[src/sv/graphene_pair_hopping_macros.svh]
// Assertion macros shared by the pair hopping RTL.
`ifndef GRAPHENE_PAIR_HOPPING_MACROS_SVH
`define GRAPHENE_PAIR_HOPPING_MACROS_SVH

// Check a property in the same cycle as its trigger.
`define GPH_ASSERT_NOW(label, trig, prop, msg) \
   label: assert property (@(posedge clock) disable iff (reset) (trig) |-> (prop)) \
      else $error(msg);

// Check a property in the cycle after its trigger.
`define GPH_ASSERT_NEXT(label, trig, prop, msg) \
   label: assert property (@(posedge clock) disable iff (reset) (trig) |=> (prop)) \
      else $error(msg);

`endif

[src/sv/gph_pkg.sv]
// Types, widths and constants of the pair hopping pipeline.
`default_nettype none
package gph_pkg;

   localparam int SQRT_STEPS = 32;
   localparam int LOG_STEPS  = 16;
   localparam int EXP_STEPS  = 16;
   localparam int EXP_LAT    = EXP_STEPS + 2;
   localparam int EXP_X_W    = 25;
   localparam int EXP_M_W    = 31;
   localparam int EXP_Y_W    = 48;

   localparam logic [30:0] Q30_ONE   = 31'd1073741824;
   localparam logic [30:0] LOG2E_Q30 = 31'd1549082005;
   localparam logic [22:0] LIM_Q16   = 23'd4194304;

   typedef logic [EXP_M_W-1:0] exp_tab_type [EXP_STEPS];

   // 2^(2^-k) in Q1.30 for k = 1 .. 16
   localparam exp_tab_type EXP2_TAB = '{
      31'd1518500250, 31'd1276901417, 31'd1170923762, 31'd1121280436,
      31'd1097253708, 31'd1085434106, 31'd1079572136, 31'd1076653030,
      31'd1075196443, 31'd1074468888, 31'd1074105294, 31'd1073923544,
      31'd1073832680, 31'd1073787251, 31'd1073764537, 31'd1073753181
   };

   typedef enum logic [1:0] {
      REGION_NONE    = 2'd0,
      REGION_SITE    = 2'd1,
      REGION_INPLANE = 2'd2,
      REGION_INTER   = 2'd3
   } region_type;

   typedef enum logic [2:0] {
      CSR_SITE_ENERGY  = 3'd0,
      CSR_INPLANE_DIST = 3'd1,
      CSR_INPLANE_HOP  = 3'd2,
      CSR_INTER_DIST   = 3'd3,
      CSR_INTER_HOP    = 3'd4,
      CSR_INTER_CUTOFF = 3'd5,
      CSR_INV_DECAY_Z  = 3'd6,
      CSR_INV_DECAY_XY = 3'd7
   } csr_index_type;

   // Result decided at classification, carried to the output stage
   typedef struct packed {
      region_type  region;
      logic        overlap;
      logic [31:0] ham;
   } side_type;

endpackage
`default_nettype wire

[src/sv/gph_isqrt.sv]
// Pipelined integer square root, one result bit per stage.
`default_nettype none
module gph_isqrt
   import gph_pkg::*;
(
   input  logic        clock,
   input  logic        advance,
   input  logic [63:0] radicand,
   output logic [31:0] root
);

   logic [63:0] rem_ff [SQRT_STEPS-1];
   logic [63:0] r_ff   [SQRT_STEPS];

   for (genvar k = 0; k < SQRT_STEPS; k++) begin : g_step
      localparam logic [63:0] BIT = 64'd1 << (62 - 2 * k);
      logic [63:0] rem_cur;
      logic [63:0] r_cur;
      logic [64:0] trial;
      logic [63:0] rem_in;
      logic [63:0] r_in;

      if (k == 0) begin : g_first
         assign rem_cur = radicand;
         assign r_cur   = '0;
      end else begin : g_next
         assign rem_cur = rem_ff[k-1];
         assign r_cur   = r_ff[k-1];
      end

      // Try one root bit: subtract when it fits
      always_comb begin
         trial = {1'b0, r_cur} + {1'b0, BIT};
         if ({1'b0, rem_cur} >= trial) begin
            rem_in = rem_cur - trial[63:0];
            r_in   = (r_cur >> 1) + BIT;
         end else begin
            rem_in = rem_cur;
            r_in   = r_cur >> 1;
         end
      end

      always_ff @(posedge clock) begin
         if (advance) begin
            r_ff[k] <= r_in;
         end
      end

      if (k < SQRT_STEPS - 1) begin : g_rem
         always_ff @(posedge clock) begin
            if (advance) begin
               rem_ff[k] <= rem_in;
            end
         end
      end
   end

   assign root = r_ff[SQRT_STEPS-1][31:0];

endmodule
`default_nettype wire

[config.mk]
export PLATFORM = sky130hd
export DESIGN_NAME = gph_isqrt
export DESIGN_NICKNAME = d
export VERILOG_FILES = /design/src/sv/graphene_pair_hopping_macros.svh /design/src/sv/gph_pkg.sv /design/src/sv/gph_isqrt.sv
export SDC_FILE = /design/constraint.sdc
export NUM_CORES = 2
export LEC_CHECK = 0
export BUFFER_PORTS_ARGS = -buffer_cell sky130_fd_sc_hd__buf_2
export CELL_PAD_IN_SITES_DETAIL_PLACEMENT = 1
export CELL_PAD_IN_SITES_GLOBAL_PLACEMENT = 1
export CORE_MARGIN = 4
export CORE_UTILIZATION = 53
export CTS_CLUSTER_DIAMETER = 120
export DETAILED_ROUTE_END_ITERATION = 8
export HOLD_SLACK_MARGIN = 0.06
export PLACE_DENSITY = 0.86
export SKIP_LAST_GASP = 1
export SLEW_MARGIN = 25
export SYNTH_ARGS = -nofsm -noshare
export SYNTH_HDL_FRONTEND = slang
export SYNTH_SLANG_ARGS = --single-unit
[constraint.sdc]
create_clock -name clock -period 4.9 [get_ports clock]
set_clock_uncertainty 0.15 [all_clocks]
set_input_delay 0.245 -clock clock [delete_from_list [all_inputs] [get_ports clock]]
set_output_delay 0.245 -clock clock [all_outputs]
set_load 0.01 [all_outputs]
==> flow_metrics.tcl <==
set metrics [dict create \
    status "finished, violations left" \
    violations "negative setup slack" \
    cp-start-kind "flop" \
    cts_max_level 5 \
    grt_remaining_overflow 0 \
    cts_buffer_depth 4 \
    multiInputGateArea_mm2 0.04082 \
    power.density_mw_per_mm2 495.9 \
    ir_drop_mv 0.4900 \
    drc 0 \
    place_congestion 0.9298 \
    grt_pass1_wl_um 602200 \
    area_delta_synth_final_pct 12.54 \
    async_reset_ff_frac 0 \
    final_antenna_net_count 0 \
    drive_above_1_share 0.07450 \
    rsz0062_at_grt "true" \
    synth_top_cell_area_share 0.6322 \
    register_area_mm2 0.07543 \
    netlist_area_mm2 0.1193 \
    fillers 21620 \
    synth-seq-cells 2512 \
    vias 88460 \
    tritoncts "done" \
    syn_nets 10060 \
    synth_area_leaders "edfxtp_1 63%, ha_1 5.9%, xnor2_1 3.2%" \
    synth_flop_cell "edfxtp_1" \
    hold_path.class "in2reg" \
    synth_warnings 0 \
    die_area_mm2 0.2328 \
    layout_min_cycle_time_ps 5048 \
    initialDrtViolationCount 11980 \
    clk_pin_slew_worst_paths_ps 90 \
    syn_inst 9438 \
    core_mm2 0.2232 \
    cp.required_ps 5420 \
    rows 173 \
    grt_max_degree 227 \
    io_buffers 97 \
    layout_setup_ws_ps -148.3 \
    setup_viol 6 \
    cap_viol_max_count 0 \
    fin_util 0.6016 \
    ys_seq_area_frac 0.6322 \
    end_kind "flop" \
    critPathSlowestCell "nor4_1" \
    antenna_found_initial 46 \
    cts_made_buffers 284 \
    yosys.area.top_type "edfxtp_1" \
    grt_pass1_vias 90160 \
    worstPathArrival_ps 5570 \
    slew_headroom 0.1357 \
    die_w_um 482.5 \
    p_leak_uw 0.05053 \
    synth_edf_count 2512 \
    die_h_um 482.5 \
    crit_type "reg2reg" \
    finalCritPeriodShare 1.030 \
    cts.sinks 2512 \
    track_usage 0.3466 \
    drt-total-wl_um 433600 \
    vias_per_cell 6.767 \
    synth.avg_cell_area_um2 12.64 \
    hpwl_um 245100 \
    slowest_delay_ps 720 \
    num-nets-final 10490 \
    slew_violations 0 \
    hold_viol 0 \
    initial_utilization 0.5346 \
    routedWlPerCell_um 33.17 \
    yosysUniqueCellTypes 86 \
    crit_fanout 13 \
    fmax_ghz 0.1981 \
    cts_root_buffer "clkbuf_16" \
    dr.pass1.iters 6 \
    crit_chain "inv_1 > ha_1 > and2_1 > nand3_1 > nor4_1 > nand3_1 > nor4_1 > buf_4 > nor3b_1 > nand3_1 > buf_4 > buf_4 > nor2_1 > a21oi_1" \
    pre_cts_ws_ps 237.2 \
    pin_count 98 \
    tightestPinTransition_ps 1285 \
    insertion_delay_ps 970 \
]
[cells in the final DEF (no fill, tap or decap), types with 62 or more instances in the layout]
cell type,synthesis,routed
clkbuf_16,0,293
buf_4,1,91
a21o_1,243,243
nor2_1,584,583
buf_2,9,96
nor4_1,346,335
o21ai_0,466,465
or4_1,69,69
xnor2_1,437,437
mux2_2,62,62
o21a_1,83,83
nor3_1,245,243
nor2b_1,85,83
ha_1,558,558
a21oi_1,574,573
inv_1,666,666
or3_1,125,125
nand2b_1,116,116
nand2_1,674,673
edfxtp_1,2512,2512
nand3_1,141,141
dlygate4sd3_1,0,129
xor2_1,435,435
nand4_1,161,161
[cell families after synthesis]
| kind of cell | synth area share |
|---|---|
| buffers and inverters | 0.02721 |
| AND/OR/NAND/NOR | 0.1215 |
| flip-flops | 0.6322 |
| XOR/XNOR | 0.06401 |
| multiplexers | 0.007110 |
| AO/OA/AOI/OAI | 0.08941 |
| adder cells (fa/ha/maj) | 0.05852 |
[synth_stat cells (166+ instances only)]
cell type     n
ha_1        558
nor4_1      346
xnor2_1     437
nor3_1      245
a21o_1      243
a21oi_1     574
xor2_1      435
clkbuf_1    166
inv_1       666
edfxtp_1   2512
o21ai_0     466
nor2_1      584
nand2_1     674
[worst paths after layout]
check	startpoint	to	slack [ps]	depth (start not counted)
hold reg to reg	r_ff[1][799]	r_ff[1][862]	280	0
setup reg to reg	r_ff[0][691]	rem_ff[0][747]	-150	14
setup / recovery	r_ff[0][691]	rem_ff[0][747]	-150	14
hold / removal	advance	rem_ff[1][123]	260	2
[through the flow]
step | power (uW) | TNS [ps] | cells | instance area, um2 | hold slack [ps]
floorplan | 38020 | 0 | 9438 | 119300 | 193.9
global placement | 42120 | 0 | 12420 | 123800 | 275.7
detailed placement | 42900 | 0 | 12430 | 123800 | 284.8
CTS | 64540 | 0 | 13040 | 134000 | 137.7
global route | 68530 | -1054 | 13050 | 134200 | 244.4
finish | 66580 | -479.8 | 13070 | 134300 | 260.1
[area by class of cell]
cell class | count | share of cell area
flip-flops and latches | 2512 | 0.5618
multi-input cells | 6069 | 0.3040
clock buffers | 340 | 0.05592
well taps | 2975 | 0.02772
repair buffers | 333 | 0.02093
inverters | 667 | 0.01865
clock inverters | 146 | 0.01039
diodes | 30 | 0.0005591
[critical path, delay by kind of cell, from the launching register on]
family / cells / cell delay, ps
compound gates: 1 / 420
fa+ha+maj: 1 / 380
buf+inv: 4 / 870
flops: 1 / 460
simple gates: 8 / 2470
[state kept, by name (all words and copies together), names as in the netlist]
name	cells
rem_ff	1984
r_ff	528
[power breakdown]
| part | total (uW) | leakage [uW] | switching, uW | internal [uW] |
|---|---|---|---|---|
| Sequential | 30100 | 0.0242 | 2770 | 27300 |
| Combinational | 14200 | 0.0220 | 8880 | 5300 |
| Clock | 22300 | 0.00435 | 9990 | 12300 |
[repair_timing]
action,4_1_cts,5_1_grt
setup buffers,0,0
hold buffers,129,0
resized for setup,0,15
endpoints found under the setup margin,0,45
endpoints found under the hold margin,426,0
[metal layers]
metal | global-route usage | part of all wire | vias up | routed length [um]
met1 | 0.4041 | 0.34 | 43450 | 147200
met2 | 0.5871 | 0.48 | 6607 | 207800
met3 | 0.07331 | 0.097 | 2259 | 41860
li1 | - | - | 36130 | -
met5 | 0 | 0.00028 | - | 120
met4 | 0.2145 | 0.084 | 18 | 36600
Power figures use the tool's default switching activity.
