--- config.mk ---
export PLATFORM = sky130hd
export DESIGN_NAME = gph_exp2
export DESIGN_NICKNAME = d
export VERILOG_FILES = /design/src/sv/graphene_pair_hopping_macros.svh /design/src/sv/gph_pkg.sv /design/src/sv/gph_exp2.sv
export SDC_FILE = /design/constraint.sdc
export NUM_CORES = 2
export LEC_CHECK = 0
export ABC_CLOCK_PERIOD_IN_PS = 13400
export BUFFER_PORTS_ARGS = -buffer_cell sky130_fd_sc_hd__buf_4
export CAP_MARGIN = 20
export CORE_ASPECT_RATIO = 0.9
export CORE_MARGIN = 2
export CORE_UTILIZATION = 30
export DETAILED_ROUTE_END_ITERATION = 16
export HOLD_SLACK_MARGIN = 0.03
export PLACE_DENSITY = 0.53
export SLEW_MARGIN = 20
export SYNTH_ARGS = -nofsm -noshare
export SYNTH_HDL_FRONTEND = slang
export SYNTH_SLANG_ARGS = --single-unit
--- constraint.sdc ---
create_clock -name clock -period 13.4 [get_ports clock]
set_clock_uncertainty 0.2 [all_clocks]
set_input_delay 4.02 -clock clock [delete_from_list [all_inputs] [get_ports clock]]
set_output_delay 4.02 -clock clock [all_outputs]
set_load 0.1 [all_outputs]
--- src/sv/graphene_pair_hopping_macros.svh ---
// Assertion macros shared by the pair hopping RTL.
`ifndef GRAPHENE_PAIR_HOPPING_MACROS_SVH
`define GRAPHENE_PAIR_HOPPING_MACROS_SVH

// Check a property in the same cycle as its trigger.
`define GPH_ASSERT_NOW(label, trig, prop, msg) \
   label: assert property (@(posedge clock) disable iff (reset) (trig) |-> (prop)) \
      else $error(msg);

// Check a property in the cycle after its trigger.
`define GPH_ASSERT_NEXT(label, trig, prop, msg) \
   label: assert property (@(posedge clock) disable iff (reset) (trig) |=> (prop)) \
      else $error(msg);

`endif

--- src/sv/gph_pkg.sv ---
// Types, widths and constants of the pair hopping pipeline.
`default_nettype none
package gph_pkg;

   localparam int SQRT_STEPS = 32;
   localparam int LOG_STEPS  = 16;
   localparam int EXP_STEPS  = 16;
   localparam int EXP_LAT    = EXP_STEPS + 2;
   localparam int EXP_X_W    = 25;
   localparam int EXP_M_W    = 31;
   localparam int EXP_Y_W    = 48;

   localparam logic [30:0] Q30_ONE   = 31'd1073741824;
   localparam logic [30:0] LOG2E_Q30 = 31'd1549082005;
   localparam logic [22:0] LIM_Q16   = 23'd4194304;

   typedef logic [EXP_M_W-1:0] exp_tab_type [EXP_STEPS];

   // 2^(2^-k) in Q1.30 for k = 1 .. 16
   localparam exp_tab_type EXP2_TAB = '{
      31'd1518500250, 31'd1276901417, 31'd1170923762, 31'd1121280436,
      31'd1097253708, 31'd1085434106, 31'd1079572136, 31'd1076653030,
      31'd1075196443, 31'd1074468888, 31'd1074105294, 31'd1073923544,
      31'd1073832680, 31'd1073787251, 31'd1073764537, 31'd1073753181
   };

   typedef enum logic [1:0] {
      REGION_NONE    = 2'd0,
      REGION_SITE    = 2'd1,
      REGION_INPLANE = 2'd2,
      REGION_INTER   = 2'd3
   } region_type;

   typedef enum logic [2:0] {
      CSR_SITE_ENERGY  = 3'd0,
      CSR_INPLANE_DIST = 3'd1,
      CSR_INPLANE_HOP  = 3'd2,
      CSR_INTER_DIST   = 3'd3,
      CSR_INTER_HOP    = 3'd4,
      CSR_INTER_CUTOFF = 3'd5,
      CSR_INV_DECAY_Z  = 3'd6,
      CSR_INV_DECAY_XY = 3'd7
   } csr_index_type;

   // Result decided at classification, carried to the output stage
   typedef struct packed {
      region_type  region;
      logic        overlap;
      logic [31:0] ham;
   } side_type;

endpackage
`default_nettype wire

--- src/sv/gph_exp2.sv ---
// Pipelined fixed-point 2^x, signed Q9.16 in and Q32.16 out, one fraction bit per stage.
`default_nettype none
module gph_exp2
   import gph_pkg::*;
(
   input  logic                      clock,
   input  logic                      advance,
   input  logic signed [EXP_X_W-1:0] x,
   output logic [EXP_Y_W-1:0]        y
);

   localparam logic signed [EXP_X_W-1:0] X_MIN = EXP_X_W'(-1114112);
   localparam logic signed [EXP_X_W-1:0] X_MAX = EXP_X_W'(2031616);
   localparam logic [EXP_Y_W-1:0]        Y_MAX = EXP_Y_W'(1) << 47;

   logic               zero_ff [EXP_STEPS+1];
   logic               max_ff  [EXP_STEPS+1];
   logic [5:0]         sh_ff   [EXP_STEPS+1];
   logic [15:0]        f_ff    [EXP_STEPS+1];
   logic [EXP_M_W-1:0] m_ff    [EXP_STEPS+1];
   logic [EXP_M_W-1:0] m_in    [EXP_STEPS];
   logic [EXP_Y_W-1:0] y_ff;
   logic signed [9:0]  sh_full;

   // Shift that turns the Q1.30 mantissa into the Q32.16 result: 30 minus integer part
   assign sh_full = 10'sd30 - 10'(x >>> 16);

   // Multiply in one table factor per set fraction bit
   always_comb begin
      logic [61:0] prod;
      for (int k = 0; k < EXP_STEPS; k++) begin
         prod = 62'(m_ff[k]) * 62'(EXP2_TAB[k]);
         m_in[k] = f_ff[k][4'(EXP_STEPS - 1 - k)] ? prod[60:30] : m_ff[k];
      end
   end

   always_ff @(posedge clock) begin
      if (advance) begin
         zero_ff[0] <= x < X_MIN;
         max_ff[0]  <= x >= X_MAX;
         sh_ff[0]   <= sh_full[5:0];
         f_ff[0]    <= x[15:0];
         m_ff[0]    <= Q30_ONE;
         for (int k = 1; k <= EXP_STEPS; k++) begin
            zero_ff[k] <= zero_ff[k-1];
            max_ff[k]  <= max_ff[k-1];
            sh_ff[k]   <= sh_ff[k-1];
            f_ff[k]    <= f_ff[k-1];
            m_ff[k]    <= m_in[k-1];
         end
         if (zero_ff[EXP_STEPS]) begin
            y_ff <= '0;
         end else if (max_ff[EXP_STEPS]) begin
            y_ff <= Y_MAX;
         end else begin
            y_ff <= EXP_Y_W'({m_ff[EXP_STEPS], 16'b0} >> sh_ff[EXP_STEPS]);
         end
      end
   end

   assign y = y_ff;

endmodule
`default_nettype wire

==> metrics.csv <==
metric,value,unit
status,completed,
synth-main-ff-cell,edfxtp_1,
async_flop_share,0,%
finalSetupViolCount,0,
critPathArrivalTime,8.42,ns
dpl.hpwl,137,mm
postCtsSetupRepairBufs,0,
hold_end,f_ff[0][82],
firstDrtPassIters,5,
grt_pass1_vias,45900,
place_area,71500,um^2
ys_types,84,
syn_inst,6300,
ctsResizeCount,0,
wl_per_cell,17.2,um
synth_edf_count,451,
tns,0,ns
core-area,222000,um^2
fin_nets,8814,
portBuffers,74,
vias,42500,
start_kind,flop,
hp-start,f_ff[0][66],
final_cell_mix,"inv_1 (1840), ha_1 (1546), fa_1 (857), edfxtp_1 (451), a21oi_1 (202)",
cts_hold_buffers,0,
worstReg2RegEnd,m_ff[2][115],
tightest_slew,1.07,ns
clock_latency,0.63,ns
fillCellCount,22700,
min_path_type,flop to flop,
drive_gt1_share,4.45,%
htreeDepth,2,
r2r_cells,25,
endpoint_kind,flop,
clk_path_buf_depth,3,
finalWeightedCongestion,0.898,
grt_usage,14.6,%
antenna_left,0,
syn-cell-area,67300,um^2
fin_crit,8.27,ns
via_per_inst,4.52,
wl,162,mm
groute.layer.met2.usage,23.5,%
synth_warnings,0,
drc,0,
die-area,228000,um^2
final-hold-violation-count,0,
clock.fmax,121,MHz
use_met1,21.4,%
rsz0062_at_grt,no,
cap_violations,0,
start_util,30.2,%
clock_sinks,451,
hold_depth,0,
top_usage_layer,met2,
syn_area_per_cell,10.7,um^2
yosysSeqAreaShare,20.1,%
die_h,453,um
crit_required,13.55,ns
grt-ovfl-total,0,
cts_tree,done,
antenna_cells,0,
path_clk_slew,0.07,ns
rrSetupSlack,5.13,ns
area_delta_synth_final,8.62,%
r2r_start,m_ff[2][79],
cts_buffers,49,
worstPathMaxFanout,25,
hold_ws,0.189,ns
rows,164,
fin_area,73100,um^2
slew_headroom,28.7,%
antenna_found_initial,0,
grt_use_met3,1.35,%
drtIter0Drc,2250,
ys_ff_latch,451,
path_class,flop to flop,
min_period_over_period,61.7,%
io_pins,75,
root_buffer,clkbuf_16,
layout_commonest_cell,inv_1,
fp.dieW,503,um
grt_max_degree,164,
syn_nets,8730,
grt_pass1_wl,261,mm
slew_viol_final,0,
-- worst max path at each step --
| stage | to | slack, ns | start | depth (start not counted) |
|---|---|---|---|---|
| 2_1_floorplan | m_ff[2][116] | 5.97 | m_ff[2][83] | 27 |
| 3_3_place_gp | m_ff[3][86] | 5.19 | m_ff[3][49] | 26 |
| 3_5_place_dp | m_ff[2][115] | 5.26 | m_ff[2][79] | 25 |
| 4_1_cts | m_ff[2][115] | 5.18 | m_ff[2][79] | 25 |
| 5_1_grt | m_ff[2][115] | 4.76 | m_ff[2][79] | 25 |
| 6_report | m_ff[2][115] | 5.13 | m_ff[2][79] | 25 |
-- worst max-delay path, stage by stage, from the launching register on --
cell,delay [ns]
edfxtp_1,0.37
buf_4,0.28
fa_1,0.79
ha_1,0.29
inv_1,0.08
fa_1,0.51
inv_1,0.06
fa_1,0.53
fa_1,0.45
fa_1,0.52
fa_1,0.50
inv_1,0.05
fa_1,0.50
inv_1,0.05
ha_1,0.31
nand4_1,0.11
nor2_1,0.30
o211ai_1,0.23
a31oi_1,0.39
or3_1,0.25
a21oi_1,0.13
o31ai_1,0.45
a31oi_1,0.23
o21bai_1,0.21
xnor2_1,0.16
nor2_1,0.07
-- cells in the mapped netlist (7+ instances only) --
| master | instances | share of area, % |
|---|---|---|
| nor3_1 | 22 | 0.16 |
| edfxtp_1 | 451 | 20 |
| nand2b_1 | 21 | 0.20 |
| nor2_1 | 175 | 0.98 |
| nand3_1 | 59 | 0.44 |
| mux2_2 | 54 | 0.90 |
| fa_1 | 857 | 26 |
| nor4_1 | 10 | 0.093 |
| a221oi_1 | 11 | 0.14 |
| nand4_1 | 36 | 0.33 |
| or3_1 | 13 | 0.12 |
| o21ai_0 | 133 | 0.99 |
| a31oi_1 | 25 | 0.23 |
| o22a_1 | 14 | 0.18 |
| o22ai_1 | 7 | 0.065 |
| nor2b_1 | 34 | 0.32 |
| and4_1 | 12 | 0.16 |
| inv_1 | 1840 | 10 |
| buf_1 | 13 | 0.073 |
| xnor2_1 | 97 | 1.3 |
| o211ai_1 | 9 | 0.10 |
| mux4_2 | 18 | 0.60 |
| o31ai_1 | 8 | 0.089 |
| and3_1 | 15 | 0.14 |
| a21oi_1 | 202 | 1.5 |
| a21o_1 | 121 | 1.4 |
| a211oi_1 | 26 | 0.29 |
| clkbuf_1 | 43 | 0.24 |
| xor2_1 | 50 | 0.65 |
| o21a_1 | 27 | 0.30 |
| nand2_1 | 162 | 0.90 |
| mux2i_1 | 38 | 0.57 |
| ha_1 | 1546 | 29 |
| o21bai_1 | 22 | 0.25 |
-- layer usage --
metal | part of all wire, % | wire (um) | up-vias
met1 | 50 | 80200 | 21100
met3 | 3.6 | 5780 | 121
li1 | - | - | 20600
met2 | 45 | 73200 | 630
met4 | 1.6 | 2650 | 0
met5 | 0 | 0 | -
-- state kept, by name, indices dropped and copies added, names as in the netlist --
name     flops
f_ff       100
max_ff      17
zero_ff     17
y           48
m_ff       167
sh_ff      102
-- area by class of cell --
| class | instances | area, um^2 | area share, % |
|---|---|---|---|
| sequential | 451 | 13500 | 18.5 |
| timing repair buffer | 96 | 741 | 1.01 |
| inverter | 1844 | 6920 | 9.47 |
| multi-input combinational | 3942 | 46600 | 63.7 |
| tap | 2988 | 3740 | 5.12 |
| clock buffer | 56 | 1250 | 1.71 |
| clock inverter | 31 | 305 | 0.418 |
-- stage by stage --
step | std cells | worst slack [ns] | utilization, %
floorplan | 6300 | 5.97 | -
global placement | 9321 | 5.19 | 32.1
detailed placement | 9321 | 5.26 | 32.1
CTS | 9408 | 5.18 | 32.8
global route | 9408 | 4.76 | 32.8
finish | 9408 | 5.13 | 32.8
-- kinds of logic after synthesis --
| group | Yosys count | share of synthesized area [%] |
|---|---|---|
| buf+inv | 1907 | 10.7 |
| xor+xnor | 147 | 1.91 |
| flops | 451 | 20.1 |
| fa+ha+maj | 2403 | 54.3 |
| simple gates | 599 | 4.33 |
| mux | 110 | 2.07 |
| compound gates | 683 | 6.61 |
Power is left out: the tool's default activity adds up to more than one toggle a clock period on the data nets, which glitch-free logic cannot reach.
